===== src/hdl/opd_pkg.sv =====
// Shared types, codes and lookup functions for the OBD mode-01 reply decoder.
package opd_pkg;

    // Supported PID indexes and count
    localparam logic [3:0] PID_RPM      = 4'd0;
    localparam logic [3:0] PID_SPEED    = 4'd1;
    localparam logic [3:0] PID_COOLANT  = 4'd2;
    localparam logic [3:0] PID_LOAD     = 4'd3;
    localparam logic [3:0] PID_MAF      = 4'd4;
    localparam logic [3:0] PID_THROTTLE = 4'd5;
    localparam logic [3:0] PID_VOLTAGE  = 4'd6;
    localparam logic [3:0] PID_FUEL     = 4'd7;
    localparam logic [3:0] PID_INTAKE   = 4'd8;
    localparam logic [3:0] PID_COUNT    = 4'd9;

    // Reply status codes
    localparam logic [1:0] STATUS_OK        = 2'd0;
    localparam logic [1:0] STATUS_NO_HEADER = 2'd1;
    localparam logic [1:0] STATUS_SHORT     = 2'd2;

    // Mode-01 response service byte
    localparam logic [7:0] MODE01_REPLY = 8'h41;

    // floor(2^32 / 255), underestimates 1/255 so the quotient is never high
    localparam logic [24:0] RECIP_255 = 25'h101_0101;

    // One finished reply handed from the front to the back
    typedef struct packed {
        logic [1:0] status;
        logic [3:0] pid;
        logic [7:0] byte_a;
        logic [7:0] byte_b;
    } t_job;

    // Wire code of each PID index (zero for unknown indexes)
    function automatic logic [7:0] pid_code(input logic [3:0] idx);
        logic [7:0] code;
        unique case (idx)
            PID_RPM:      code = 8'h0C;
            PID_SPEED:    code = 8'h0D;
            PID_COOLANT:  code = 8'h05;
            PID_LOAD:     code = 8'h04;
            PID_MAF:      code = 8'h10;
            PID_THROTTLE: code = 8'h11;
            PID_VOLTAGE:  code = 8'h42;
            PID_FUEL:     code = 8'h2F;
            PID_INTAKE:   code = 8'h0F;
            default:      code = 8'h00;
        endcase
        return code;
    endfunction

    // Data bytes a PID needs
    function automatic logic [1:0] pid_need(input logic [3:0] idx);
        logic [1:0] need;
        unique case (idx) inside
            PID_RPM, PID_MAF, PID_VOLTAGE: need = 2'd2;
            default:                       need = 2'd1;
        endcase
        return need;
    endfunction

endpackage


===== src/hdl/opd_front.sv =====
// Front end: hex filter, header search and data byte assembly per character.
module opd_front (
    input  logic          i_clk,
    input  logic          i_rst_n,
    input  logic          i_valid,
    input  logic [7:0]    i_char_code,
    input  logic [3:0]    i_pid_index,
    input  logic          i_last,
    input  logic          i_full,
    output logic          o_stall,
    output logic          o_push,
    output opd_pkg::t_job o_job
);
    import opd_pkg::*;

    logic [11:0] r_window, n_window;
    logic [1:0]  r_seen,   n_seen;
    logic        r_hdr,    n_hdr;
    logic [3:0]  r_nib,    n_nib;
    logic        r_pend,   n_pend;
    logic [1:0]  r_bytes,  n_bytes;
    logic [7:0]  r_a,      n_a;
    logic [7:0]  r_b,      n_b;

    logic       is_hex;
    logic [3:0] digit;
    logic       hdr_match;
    logic       accept;

    assign o_stall = i_full;
    assign accept  = i_valid && !i_full;
    assign o_push  = accept && i_last;

    // ASCII hex digit decode, both letter cases
    always_comb begin
        is_hex = 1'b1;
        digit  = 4'd0;
        if (i_char_code >= "0" && i_char_code <= "9") begin
            digit = 4'(i_char_code - "0");
        end else if (i_char_code >= "A" && i_char_code <= "F") begin
            digit = 4'(i_char_code - "A" + 8'd10);
        end else if (i_char_code >= "a" && i_char_code <= "f") begin
            digit = 4'(i_char_code - "a" + 8'd10);
        end else begin
            is_hex = 1'b0;
        end
    end

    // Header test: three digits held plus this one
    assign hdr_match = (r_seen == 2'd3) && (i_pid_index < PID_COUNT) &&
                       ({r_window, digit} == {MODE01_REPLY, pid_code(i_pid_index)});

    // Next state after taking this character
    always_comb begin
        n_window = r_window;
        n_seen   = r_seen;
        n_hdr    = r_hdr;
        n_nib    = r_nib;
        n_pend   = r_pend;
        n_bytes  = r_bytes;
        n_a      = r_a;
        n_b      = r_b;
        if (is_hex) begin
            if (r_hdr) begin
                if (!r_pend) begin
                    n_nib  = digit;
                    n_pend = 1'b1;
                end else begin
                    n_pend = 1'b0;
                    if (r_bytes == 2'd0) begin
                        n_a     = {r_nib, digit};
                        n_bytes = 2'd1;
                    end else if (r_bytes == 2'd1) begin
                        n_b     = {r_nib, digit};
                        n_bytes = 2'd2;
                    end
                end
            end else if (hdr_match) begin
                n_hdr = 1'b1;
            end else begin
                n_window = {r_window[7:0], digit};
                if (r_seen != 2'd3) begin
                    n_seen = r_seen + 2'd1;
                end
            end
        end
    end

    // Reply summary, formed from the state including the final character
    always_comb begin
        o_job.pid    = i_pid_index;
        o_job.byte_a = n_a;
        o_job.byte_b = n_b;
        if (!n_hdr || i_pid_index >= PID_COUNT) begin
            o_job.status = STATUS_NO_HEADER;
        end else if (n_bytes < pid_need(i_pid_index)) begin
            o_job.status = STATUS_SHORT;
        end else begin
            o_job.status = STATUS_OK;
        end
    end

    // State update; the final character clears everything
    always_ff @(posedge i_clk) begin
        if (!i_rst_n || o_push) begin
            r_window <= '0;
            r_seen   <= '0;
            r_hdr    <= 1'b0;
            r_nib    <= '0;
            r_pend   <= 1'b0;
            r_bytes  <= '0;
            r_a      <= '0;
            r_b      <= '0;
        end else if (accept) begin
            r_window <= n_window;
            r_seen   <= n_seen;
            r_hdr    <= n_hdr;
            r_nib    <= n_nib;
            r_pend   <= n_pend;
            r_bytes  <= n_bytes;
            r_a      <= n_a;
            r_b      <= n_b;
        end
    end

endmodule


===== src/hdl/opd_queue.sv =====
// Two-entry queue of finished replies between the front and the back.
module opd_queue (
    input  logic          i_clk,
    input  logic          i_rst_n,
    input  logic          i_push,
    input  opd_pkg::t_job i_job,
    input  logic          i_pop,
    output logic          o_full,
    output logic          o_valid,
    output opd_pkg::t_job o_job
);
    import opd_pkg::*;

    t_job       r_mem [2];
    logic       r_wp, r_rp;
    logic [1:0] r_cnt;

    assign o_full  = (r_cnt == 2'd2);
    assign o_valid = (r_cnt != 2'd0);
    assign o_job   = r_mem[r_rp];

    // Entry storage
    always_ff @(posedge i_clk) begin
        if (i_push) begin
            r_mem[r_wp] <= i_job;
        end
    end

    // Pointers and fill count
    always_ff @(posedge i_clk) begin
        if (!i_rst_n) begin
            r_wp  <= 1'b0;
            r_rp  <= 1'b0;
            r_cnt <= 2'd0;
        end else begin
            if (i_push) begin
                r_wp <= ~r_wp;
            end
            if (i_pop) begin
                r_rp <= ~r_rp;
            end
            r_cnt <= r_cnt + 2'(i_push) - 2'(i_pop);
        end
    end

    no_overflow: assert property (@(posedge i_clk) disable iff (!i_rst_n)
        o_full |-> !i_push)
        else $error("queue written while full");

    no_underflow: assert property (@(posedge i_clk) disable iff (!i_rst_n)
        !o_valid |-> !i_pop)
        else $error("queue read while empty");

endmodule


===== src/hdl/opd_back.sv =====
// Back end: scaling multiply, divide by 255 through a reciprocal, output register.
module opd_back (
    input  logic                i_clk,
    input  logic                i_rst_n,
    input  logic                i_valid,
    input  opd_pkg::t_job       i_job,
    output logic                o_pop,
    output logic                o_valid,
    input  logic                i_stall,
    output logic [1:0]          o_status,
    output logic signed [24:0]  o_value_milli
);
    import opd_pkg::*;

    // Stage 1: scaled product
    logic               r_v1;
    logic [1:0]         r_st1;
    logic               r_div1;
    logic signed [25:0] r_prod1;
    // Stage 2: quotient estimate
    logic               r_v2;
    logic [1:0]         r_st2;
    logic               r_div2;
    logic signed [25:0] r_prod2;
    logic [17:0]        r_q2;
    // Stage 3: output register
    logic               r_v3;

    logic ready1, ready2, ready3;

    logic signed [17:0] operand;
    logic [17:0]        factor;
    logic               use_div;
    logic [15:0]        word;
    logic signed [36:0] prod_full;
    logic [49:0]        recip_full;
    logic [25:0]        rem;
    logic [17:0]        q_fix;

    assign ready3 = !r_v3 || !i_stall;
    assign ready2 = !r_v2 || ready3;
    assign ready1 = !r_v1 || ready2;
    assign o_pop  = i_valid && ready1;
    assign o_valid = r_v3;

    // Operand and scale factor per PID
    assign word = {i_job.byte_a, i_job.byte_b};
    always_comb begin
        operand = '0;
        factor  = '0;
        use_div = 1'b0;
        unique case (i_job.pid) inside
            PID_RPM: begin
                operand = {2'b00, word};
                factor  = 18'd250;
            end
            PID_SPEED: begin
                operand = {10'd0, i_job.byte_a};
                factor  = 18'd1000;
            end
            PID_COOLANT, PID_INTAKE: begin
                operand = {10'd0, i_job.byte_a} - 18'sd40;
                factor  = 18'd1000;
            end
            PID_LOAD, PID_THROTTLE, PID_FUEL: begin
                operand = {10'd0, i_job.byte_a};
                factor  = 18'd100000;
                use_div = 1'b1;
            end
            PID_MAF: begin
                operand = {2'b00, word};
                factor  = 18'd10;
            end
            PID_VOLTAGE: begin
                operand = {2'b00, word};
                factor  = 18'd1;
            end
            default: begin
                operand = '0;
                factor  = '0;
            end
        endcase
        if (i_job.status != STATUS_OK) begin
            operand = '0;
            use_div = 1'b0;
        end
    end

    assign prod_full = operand * $signed({1'b0, factor});

    // Stage 1 registers
    always_ff @(posedge i_clk) begin
        if (!i_rst_n) begin
            r_v1 <= 1'b0;
        end else if (ready1) begin
            r_v1 <= i_valid;
        end
        if (ready1 && i_valid) begin
            r_st1   <= i_job.status;
            r_div1  <= use_div;
            r_prod1 <= prod_full[25:0];
        end
    end

    // Quotient estimate: never high, at most one low
    assign recip_full = {25'd0, r_prod1[24:0]} * {25'd0, RECIP_255};

    // Stage 2 registers
    always_ff @(posedge i_clk) begin
        if (!i_rst_n) begin
            r_v2 <= 1'b0;
        end else if (ready2) begin
            r_v2 <= r_v1;
        end
        if (ready2 && r_v1) begin
            r_st2   <= r_st1;
            r_div2  <= r_div1;
            r_prod2 <= r_prod1;
            r_q2    <= recip_full[49:32];
        end
    end

    // Remainder check fixes the estimate
    assign rem   = 26'(r_prod2) - ({8'd0, r_q2} << 8) + {8'd0, r_q2};
    assign q_fix = (rem >= 26'd255) ? r_q2 + 18'd1 : r_q2;

    // Output register
    always_ff @(posedge i_clk) begin
        if (!i_rst_n) begin
            r_v3 <= 1'b0;
        end else if (ready3) begin
            r_v3 <= r_v2;
        end
        if (ready3 && r_v2) begin
            o_status      <= r_st2;
            o_value_milli <= r_div2 ? $signed({7'd0, q_fix}) : r_prod2[24:0];
        end
    end

    zero_unless_ok: assert property (@(posedge i_clk) disable iff (!i_rst_n)
        (o_valid && o_status != STATUS_OK) |-> (o_value_milli == 25'sd0))
        else $error("nonzero value with error status");

    status_legal: assert property (@(posedge i_clk) disable iff (!i_rst_n)
        o_valid |-> (o_status == STATUS_OK || o_status == STATUS_NO_HEADER ||
                     o_status == STATUS_SHORT))
        else $error("undefined status code");

endmodule


===== src/hdl/obd_pid_reply_decoder_unit.sv =====
// Top level of the OBD mode-01 PID reply decoder.
// Throughput: one character per cycle while o_stall is low; back-to-back replies are
// taken without gaps. The final character's reply then passes the queue, product stage,
// quotient stage and output register, and takes longer under stall.
// The front stalls only when the two-entry reply queue is full.
// Reset (synchronous, active low) clears all reply state, the queue and the pipe valids.
module obd_pid_reply_decoder_unit (
    input  logic               i_clk,
    input  logic               i_rst_n,
    input  logic               i_valid,
    output logic               o_stall,
    input  logic [7:0]         i_char_code,
    input  logic [3:0]         i_pid_index,
    input  logic               i_last,
    output logic               o_valid,
    input  logic               i_stall,
    output logic [1:0]         o_status,
    output logic signed [24:0] o_value_milli
);
    import opd_pkg::*;

    logic q_full, q_valid, push, pop;
    t_job front_job, queue_job;

    // Character front end
    opd_front u_front (
        .i_clk       (i_clk),
        .i_rst_n     (i_rst_n),
        .i_valid     (i_valid),
        .i_char_code (i_char_code),
        .i_pid_index (i_pid_index),
        .i_last      (i_last),
        .i_full      (q_full),
        .o_stall     (o_stall),
        .o_push      (push),
        .o_job       (front_job)
    );

    // Reply queue
    opd_queue u_queue (
        .i_clk   (i_clk),
        .i_rst_n (i_rst_n),
        .i_push  (push),
        .i_job   (front_job),
        .i_pop   (pop),
        .o_full  (q_full),
        .o_valid (q_valid),
        .o_job   (queue_job)
    );

    // Scaling back end
    opd_back u_back (
        .i_clk         (i_clk),
        .i_rst_n       (i_rst_n),
        .i_valid       (q_valid),
        .i_job         (queue_job),
        .o_pop         (pop),
        .o_valid       (o_valid),
        .i_stall       (i_stall),
        .o_status      (o_status),
        .o_value_milli (o_value_milli)
    );

endmodule

===== config.mk =====
export PLATFORM = sky130hd
export DESIGN_NAME = obd_pid_reply_decoder_unit
export DESIGN_NICKNAME = d
export VERILOG_FILES = /design/src/hdl/opd_pkg.sv /design/src/hdl/opd_front.sv /design/src/hdl/opd_queue.sv /design/src/hdl/opd_back.sv /design/src/hdl/obd_pid_reply_decoder_unit.sv
export SDC_FILE = /design/constraint.sdc
export NUM_CORES = 1
export LEC_CHECK = 0
export ABC_AREA = 1
export BUFFER_PORTS_ARGS = -buffer_cell sky130_fd_sc_hd__buf_2
export CAP_MARGIN = 20
export CORE_MARGIN = 2
export CORE_UTILIZATION = 47
export DETAILED_ROUTE_END_ITERATION = 16
export PLACE_DENSITY_LB_ADDON = 0.25
export SLEW_MARGIN = 30
export SYNTH_ARGS = -nofsm -noshare
export SYNTH_HDL_FRONTEND = slang
export SYNTH_SLANG_ARGS = --single-unit

===== constraint.sdc =====
create_clock -name i_clk -period 7.11 [get_ports i_clk]
set_clock_uncertainty 0.05 [all_clocks]
set_input_delay 1.422 -clock i_clk [delete_from_list [all_inputs] [get_ports i_clk]]
set_output_delay 1.422 -clock i_clk [all_outputs]
set_load 0.03 [all_outputs]

==> results of run 1 <==
==> metrics by stage <==
step / instance area (µm²) / cells / worst slack, ns
detailed placement: 22910 / 3371 / 0.02490
CTS: 23520 / 3403 / 0.04121
finish: 23690 / 3411 / 0.2623
global placement: 22890 / 3370 / 0.08612
global route: 23690 / 3411 / -0.06775
floorplan: 21820 / 2727 / 0.5954
==> routing by layer <==
metal  vias up  wire length [µm]
li1       8575                 -
met1      8090             23780
met2       359             25790
met3        72              2437
met4         0              1502
met5         -                 0
==> cell families (layout without fill, tap and decap cells) <==
kind of cell / after synthesis / after routing / synth area share [%]
AOI/OAI and AO/OA: 254 / 254 / 6.550
and+or+nand+nor: 982 / 982 / 19.35
adders and majority gates: 478 / 478 / 33.50
other: 2 / 15 / 0.03449
xor gates and xnor gates: 84 / 84 / 3.413
muxes: 1 / 1 / 0.04597
DFF: 193 / 193 / 24.50
buffers and inverters: 720 / 804 / 12.61
==> final cells by class <==
| class | count | share of cell area [%] |
|---|---|---|
| clock inverters | 15 | 0.7446 |
| well taps | 600 | 3.168 |
| inverters | 690 | 10.95 |
| clock buffers | 17 | 1.795 |
| flip-flops and latches | 193 | 22.52 |
| multi-input cells | 1814 | 58.54 |
| repair buffers | 82 | 2.276 |
==> synth_stat cells (3+ instances only) <==
cell      number
nor3_1        16
nor3_2         3
nand2_2        8
o21ai_1        7
o21ai_0       80
o21bai_1       6
fa_1         175
buf_4          5
xor2_1        59
nor2_4         5
nor2_2        23
buf_2          7
nand3_2        4
edfxtp_1     147
a21oi_1      119
o21ai_2        3
ha_1         303
clkbuf_1      16
a21o_1         9
nand2_4        5
a31oi_1        4
o21a_1         4
nor2_1       232
o221ai_1       3
xnor2_1       24
dfxtp_1       46
nor4_1         8
nand3_1       61
clkinv_1       3
inv_1        666
inv_2         21
or2_2          5
and2_1         3
nand2_1      555
a211oi_1       3
nand4_1       44
o211ai_1       3
==> how the worst min path moves through the flow <==
stage          depth (start not counted)                           end  slack, ns                        start
2_1_floorplan                          0  u_back.o_status[0]$_DFFE_PP_       0.35    u_back.r_st2[0]$_DFFE_PP_
3_3_place_gp                           0  u_back.o_status[0]$_DFFE_PP_       0.35    u_back.r_st2[0]$_DFFE_PP_
3_5_place_dp                           0       u_back.r_div2$_DFFE_PP_       0.35  u_back.r_div1$_SDFFCE_PP0P_
4_1_cts                                0       u_back.r_div2$_DFFE_PP_       0.37  u_back.r_div1$_SDFFCE_PP0P_
5_1_grt                                0  u_back.o_status[0]$_DFFE_PP_       0.39    u_back.r_st2[0]$_DFFE_PP_
6_report                               0     u_back.r_st2[1]$_DFFE_PP_       0.37    u_back.r_st1[1]$_DFFE_PP_
==> critical path, delay by kind of cell, from the launching register on <==
kind | cells | cell delay (ns)
compound gates | 6 | 1.08
fa+ha+maj | 7 | 3.43
buf+inv | 6 | 0.52
flops | 1 | 0.38
simple gates | 10 | 1.11
==> sequential cells by signal (all words and copies together) (netlist names), 4 cells and up, named ones only <==
register and count:
u_back.o_value_milli 25, u_back.r_prod1 26, u_back.r_prod2 26, u_back.r_q2 18, u_front.r_a 8, u_front.r_b 8
u_front.r_nib 4, u_front.r_window 12, u_queue.r_mem 44
==> repair_timing <==
item,in CTS,in global routing
gates resized for setup,1,30
pin swaps,0,8
hold endpoints to repair,0,0
endpoints found under the setup margin,1,6
setup buffers,0,7
hold buffers,0,0
==> run_results.csv, run 1 <==
group,metric,value,unit
global_route,use_met1,30.36,%
sta,maxSlewHeadroom,55.78,%
clock_network,cts_max_level,4,
global_route,grt_pass1_vias,17212,
layout,drive_above_1_share,8.218,%
synth,synth_seq_cells,193,
floorplanning,start_util,47.78,%
critical_path,endpoint_kind,"register",
sta,setup_viol,0,
routing,initialDrtViolationCount,1137,
sta,fmax,146.0,MHz
floorplanning,pin_count,46,
floorplanning,dieArea,48070,µm²
status,status,"finished clean",
routing,drc,0,
synth,synth-edff-count,147,
sta,hold_violations,0,
global_route,grt_usage,23.68,%
global_route,use_met3,3.673,%
synth,ys.flop_type,"edfxtp_1",
clock_network,clk_pin_slew,0.08,ns
critical_path,cp-start-kind,"register",
critical_path,slowest_stage,"fa_1",
synth,ys_seq_area_share,24.50,%
routing,drt-pass1-iter-count,6,
clock_network,clockRootBuffer,"clkbuf_16",
critical_path,cp.arrival,7.02,ns
routing,ant_nets,0,
critical_path,reg2regPathDepth,29,
routing,vias,17096,
critical_path,crit_type,"register to register",
synth,yosysUniqueCellTypes,59,
synth,syn_area_per_cell,8.024,µm²
layout,mostFrequentLayoutCells,"665 x inv_1, 555 x nand2_1, 300 x ha_1",
global_route,grt-ovfl-total,0,
layout,fill_cells,4331,
place,routabilityCongestion,0.9750,
critical_path,cp-endpoint,"u_back.r_prod1[25]$_DFFE_PP_",
layout,seqCellArea,5336,µm²
layout,post-route-util,51.99,%
sta,tightest_slew,0.6619,ns
clock_network,clkLatencyLatePin,0.49,ns
floorplanning,design.core.area,45580,µm²
global_route,antenna_found_initial,3,
critical_path,max_stage_delay,0.57,ns
synth,syn_area,21780,µm²
sta,fin_crit,6.848,ns
global_route,grt_pass1_wl,87820,µm
critical_path,r2r-end,"u_back.r_prod1[25]$_DFFE_PP_",
synth,netlist_instances,2714,
routing,post_drt_wl_per_cell,15.69,µm
synth,synth_area_leaders,"edfxtp_1 20%, ha_1 17%, fa_1 16%",
floorplanning,die_h,219.2,µm
critical_path,reg2reg_slack,0.26,ns
job,maxCapViolations,0,
global_route,grtUsageMet2,40.78,%
clock_network,cts_buffers,17,
sta,hold_slack,0.3712,ns
clock_network,cts_tree,"yes",
routing,viasPerCell,5.012,
synth,async_reset_ff_share,0,%
layout,antenna_cells,0,
global_route,grt_max_degree,48,
critical_path,cp_max_fo,24,
sta,rsz0062_at_grt,"true",
floorplanning,dieWidth,219.2,µm
place,dpl.hpwl,45380,µm
layout,nNetsFinal,3293,
layout,multi_input_area,13870,µm²
sta,tns,0,ns
synth,yosysTopAreaCellShare,20.27,%
place,port_buffers,45,
layout,final_common_cell,"inv_1",
floorplanning,rows,78,
layout,area_growth,8.808,%
clock_network,clk_path_buf_depth,2,
routing,wl,53510,µm
worst_hold_path,hp-class,"register to register",
sta,drv_slew,0,
synth,ys.warnings.count,0,
critical_path,cp.required,7.28,ns
synth,post-synth-top-area-cell,"edfxtp_1",
sta,min_period_over_period,96.31,%
global_route,grt-busiest-layer,"met2",
critical_path,cpMostUsedCell,"fa_1",
clock_network,cts.sinks,193,
Power of run 1 is left out: the tool's default activity adds up to more than one toggle a clock period on the data nets, which glitch-free logic cannot reach.
==> run 2, diff against run 1 <==
==> constraint.sdc (replaced) <==
create_clock -name i_clk -period 8.3 [get_ports i_clk]
set_clock_uncertainty 0.05 [all_clocks]
set_input_delay 1.66 -clock i_clk [delete_from_list [all_inputs] [get_ports i_clk]]
set_output_delay 1.66 -clock i_clk [all_outputs]
set_load 0.03 [all_outputs]
==> run 2 against run 1 <==
Register-to-register slack improved by 0.60 ns. Critical path depth is 3 higher. Non-clock buffer count fell by 25. Setup slack gained 0.60 ns. Worst hold slack gained 0.0022 ns. Sequential share of layout area is 0.31 points higher. Fmax decreased by 7.9%. Final area down 1.4%. Critical path type unchanged. Wire length up 1.5%. Count of clock-buffer cells in the layout is the same.
==> run_results.csv, run 2 (same netlist as run 1, synthesis figures left out) <==
group,metric,value,unit
routing,post_drt_wl_per_cell,16.05,µm
status,status,"finished clean",
sta,fin_crit,7.435,ns
place,dp_cells,3353,
critical_path,cp_max_fo,19,
layout,stdcell_count,3386,
critical_path,reg2regPathDepth,32,
floorplanning,dieArea,48070,µm²
sta,rsz0062_at_grt,"false",
layout,top_register,"u_queue.r_mem",
critical_path,reg2reg_slack,0.87,ns
critical_path,slowest_stage,"fa_1",
clock_network,cts_tree,"yes",
layout,drive_above_1_share,6.461,%
clock_network,clk_pin_slew,0.07,ns
routing,viasPerCell,5.042,
floorplanning,die_h,219.2,µm
layout,nNetsFinal,3268,
sta,setup_viol,0,
clock_network,ctsResizeCount,0,
worst_hold_path,min_to,"u_back.o_status[0]$_DFFE_PP_",
clock_network,cts_max_level,4,
critical_path,r2r-end,"u_back.r_prod1[23]$_DFFE_PP_",
layout,area_growth,7.309,%
layout,largest_register_ffs,44,
clock_network,post_cts_hold_buffer_count,0,
critical_path,crit_type,"register to register",
routing,ant_nets,0,
floorplanning,start_util,47.78,%
clock_network,cts_buffers,17,
global_route,antenna_found_initial,0,
routing,vias,17073,
place,routabilityCongestion,0.9406,
layout,final_common_cell,"inv_1",
floorplanning,pin_count,46,
sta,hold_slack,0.3735,ns
layout,fill_cells,4451,
global_route,grt-ovfl-total,0,
floorplanning,dieWidth,219.2,µm
global_route,grt_pass1_vias,17713,
critical_path,max_stage_delay,0.56,ns
global_route,grt_max_degree,48,
worst_hold_path,min_from,"u_back.r_st2[0]$_DFFE_PP_",
global_route,grt_usage,24.26,%
global_route,grt_pass1_wl,89830,µm
sta,maxSlewHeadroom,37.07,%
place,dpl_worst_slack,0.9865,ns
critical_path,endpoint_kind,"register",
critical_path,cp.required,8.47,ns
sta,finalWorstSetupSlack,0.8652,ns
job,maxCapViolations,0,
routing,drt-pass1-iter-count,6,
critical_path,cp.arrival,7.61,ns
floorplanning,design.core.area,45580,µm²
clock_network,clockRootBuffer,"clkbuf_16",
routing,drc,0,
sta,tightest_slew,0.9405,ns
worst_hold_path,hp-class,"register to register",
layout,mostFrequentLayoutCells,"665 x inv_1, 555 x nand2_1, 303 x ha_1",
routing,initialDrtViolationCount,904,
routing,wl,54340,µm
place,dpl.hpwl,46240,µm
critical_path,cp-start-kind,"register",
sta,drv_slew,0,
layout,top_regs,"u_queue.r_mem (44), u_back.r_prod1 (26), u_back.r_prod2 (26)",
clock_network,cts_setup_buffers,0,
floorplanning,rows,78,
clock_network,clkLatencyLatePin,0.48,ns
place,port_buffers,45,
worst_hold_path,hold_path_depth,0,
layout,antenna_cells,0,
sta,hold_violations,0,
sta,fmax,134.5,MHz
clock_network,clk_path_buf_depth,2,
clock_network,cts.sinks,193,
sta,tns,0,ns
sta,min_period_over_period,89.58,%
-- run 2: cell type report --
type	count	area (µm²)	share of cell area [%]
tap	600	750.7	3.213
sequential	193	5335	22.83
inverter	690	2591	11.09
clock buffer	17	425.4	1.821
clock inverter	15	158.9	0.6800
timing repair buffer	57	332.8	1.424
multi-input combinational	1814	13770	58.94
-- run 2: metrics by stage --
step / util [%] / area (µm²)
2_1_floorplan: - / 21820
3_3_place_gp: 49.93 / 22750
3_5_place_dp: 49.93 / 22750
4_1_cts: 51.21 / 23340
5_1_grt: 51.27 / 23370
6_report: 51.27 / 23370
-- run 2: worst max-delay path by stage --
| stage | slack, ns | end | from |
|---|---|---|---|
| after floorplan | 1.79 | u_back.r_prod1[23]$_DFFE_PP_ | register |
| after global placement | 1.18 | u_back.r_prod1[25]$_DFFE_PP_ | register |
| after detailed placement | 0.99 | u_back.r_prod1[23]$_DFFE_PP_ | register |
| after CTS | 0.92 | u_back.r_prod1[23]$_DFFE_PP_ | register |
| after global routing | 0.43 | u_back.r_prod1[23]$_DFFE_PP_ | register |
| final | 0.87 | u_back.r_prod1[23]$_DFFE_PP_ | register |
-- run 2: critical path, delay by kind of cell, from the launching register on --
family	cells	cell delay [ns]
adders and majority gates	7	3.27
AOI/OAI and AO/OA	11	1.67
and+or+nand+nor	7	1.08
buffers and inverters	6	0.63
DFF	1	0.32
xor gates and xnor gates	1	0.15
-- run 2: per-layer routing --
metal / GRT usage, % / vias up / routed length [µm]
met5: 0 / - / 0
met4: 7.252 / 0 / 1346
met3: 3.825 / 66 / 2249
met2: 42.26 / 318 / 26190
met1: 30.96 / 8176 / 24550
li1: - / 8513 / -
Power of run 2 is left out for the same reason.
==> run 3, diff against run 2 <==
--- a/config.mk
+++ b/config.mk
@@ -11,8 +11,7 @@
 export CORE_MARGIN = 2
 export CORE_UTILIZATION = 47
 export DETAILED_ROUTE_END_ITERATION = 16
-export PLACE_DENSITY_LB_ADDON = 0.25
-export SLEW_MARGIN = 30
+export PLACE_DENSITY = 0.6
 export SYNTH_ARGS = -nofsm -noshare
 export SYNTH_HDL_FRONTEND = slang
 export SYNTH_SLANG_ARGS = --single-unit
==> run 3 against run 2 <==
Die area did not move. Final area rose by 0.24%. Worst hold slack barely moved. Cell count barely moved. Register-to-register slack got worse by 0.17 ns. Critical path type unchanged.
==> run_results.csv, run 3 (same netlist as run 1, synthesis figures left out) <==
group,metric,value,unit
global_route,grt_max_degree,48,
floorplanning,die_h,219.2,µm
layout,largest_register_ffs,44,
routing,vias,17179,
place,dpl_worst_slack,0.5981,ns
floorplanning,rows,78,
sta,finalWorstSetupSlack,0.6928,ns
job,maxCapViolations,0,
clock_network,cts_tree,"yes",
clock_network,cts_max_level,4,
clock_network,cts.sinks,193,
critical_path,max_stage_delay,0.56,ns
place,port_buffers,45,
sta,tns,0,ns
routing,drt-pass1-iter-count,7,
critical_path,cp-start-kind,"register",
sta,tightest_slew,1.046,ns
clock_network,cts_setup_buffers,0,
layout,final_common_cell,"inv_1",
floorplanning,pin_count,46,
status,status,"finished clean",
clock_network,clkLatencyLatePin,0.49,ns
clock_network,clk_pin_slew,0.08,ns
floorplanning,design.core.area,45580,µm²
worst_hold_path,hp-class,"register to register",
routing,initialDrtViolationCount,1049,
sta,setup_viol,0,
clock_network,clk_path_buf_depth,2,
critical_path,endpoint_kind,"register",
global_route,antenna_found_initial,0,
floorplanning,dieWidth,219.2,µm
layout,nNetsFinal,3266,
global_route,grt-ovfl-total,0,
sta,drv_slew,0,
clock_network,post_cts_hold_buffer_count,0,
clock_network,clockRootBuffer,"clkbuf_16",
routing,post_drt_wl_per_cell,16.09,µm
layout,area_growth,7.562,%
sta,hold_violations,0,
routing,viasPerCell,5.077,
clock_network,cts_buffers,17,
place,routabilityCongestion,0.9858,
layout,mostFrequentLayoutCells,"665 x inv_1, 555 x nand2_1, 303 x ha_1",
sta,rsz0062_at_grt,"false",
critical_path,cp.arrival,7.79,ns
routing,drc,0,
floorplanning,dieArea,48070,µm²
sta,maxSlewHeadroom,30.19,%
critical_path,slowest_stage,"fa_1",
critical_path,cp.required,8.48,ns
place,dpl.hpwl,46640,µm
routing,wl,54460,µm
sta,min_period_over_period,91.65,%
critical_path,crit_type,"register to register",
layout,top_register,"u_queue.r_mem",
critical_path,cp_max_fo,19,
layout,drive_above_1_share,6.358,%
global_route,grt_usage,24.36,%
sta,fin_crit,7.607,ns
clock_network,ctsResizeCount,0,
layout,top_regs,"u_queue.r_mem (44), u_back.r_prod1 (26), u_back.r_prod2 (26)",
critical_path,cpMostUsedCell,"fa_1",
sta,fmax,131.5,MHz
routing,ant_nets,0,
floorplanning,start_util,47.78,%
global_route,grt_pass1_wl,89940,µm
global_route,grt_pass1_vias,17449,
layout,antenna_cells,0,
## run 3: cell types whose count changed in the layout (fill, tap and decap cells not counted), moves of 2 or more
cell	change
buf_4	-3
clkinv_2	-2
clkinv_8	+4
inv_4	-4
inv_8	-2
nor2_2	-2
## run 3: per-layer routing
metal	track usage, %	up-vias	part of all wire [%]
met3	3.091	65	4.4
li1	-	8526	-
met5	0	-	0
met4	7.072	0	2.1
met2	40.86	369	47
met1	33.00	8219	47
## run 3: per-stage QoR
step | hold slack [ns] | std cells | cell area (µm²) | utilization, %
after detailed placement | 0.3552 | 3351 | 22740 | 49.90
after global routing | 0.3816 | 3384 | 23420 | 51.39
after global placement | 0.3515 | 3350 | 22730 | 49.88
final | 0.3737 | 3384 | 23420 | 51.39
after floorplan | 0.3503 | 2727 | 21820 | -
after CTS | 0.3755 | 3383 | 23400 | 51.33
## run 3: layout make-up
cell class / instances / area (µm²)
fill: 4414 / 22150
multi-input combinational: 1814 / 13780
sequential: 193 / 5336
inverter: 690 / 2590
tap: 600 / 750.7
clock buffer: 17 / 425.4
timing repair buffer: 55 / 316.6
clock inverter: 15 / 227.7
## run 3: worst paths after layout
check	start	to	slack, ns	cells past startpoint
max	register	u_back.r_prod1[23]$_DFFE_PP_	0.69	32
min	u_back.r_st2[0]$_DFFE_PP_	u_back.o_status[0]$_DFFE_PP_	0.37	0
max reg2reg	register	u_back.r_prod1[23]$_DFFE_PP_	0.69	32
min reg2reg	u_back.r_st2[0]$_DFFE_PP_	u_back.o_status[0]$_DFFE_PP_	0.37	0
## run 3: critical path: cells and delay by family, from the launching register on
family / cells / cell delay, ns
xor gates and xnor gates: 1 / 0.08
buffers and inverters: 6 / 0.68
AOI/OAI and AO/OA: 10 / 1.67
and+or+nand+nor: 8 / 1.21
adders and majority gates: 7 / 3.23
DFF: 1 / 0.40
Power of run 3 is left out for the same reason.
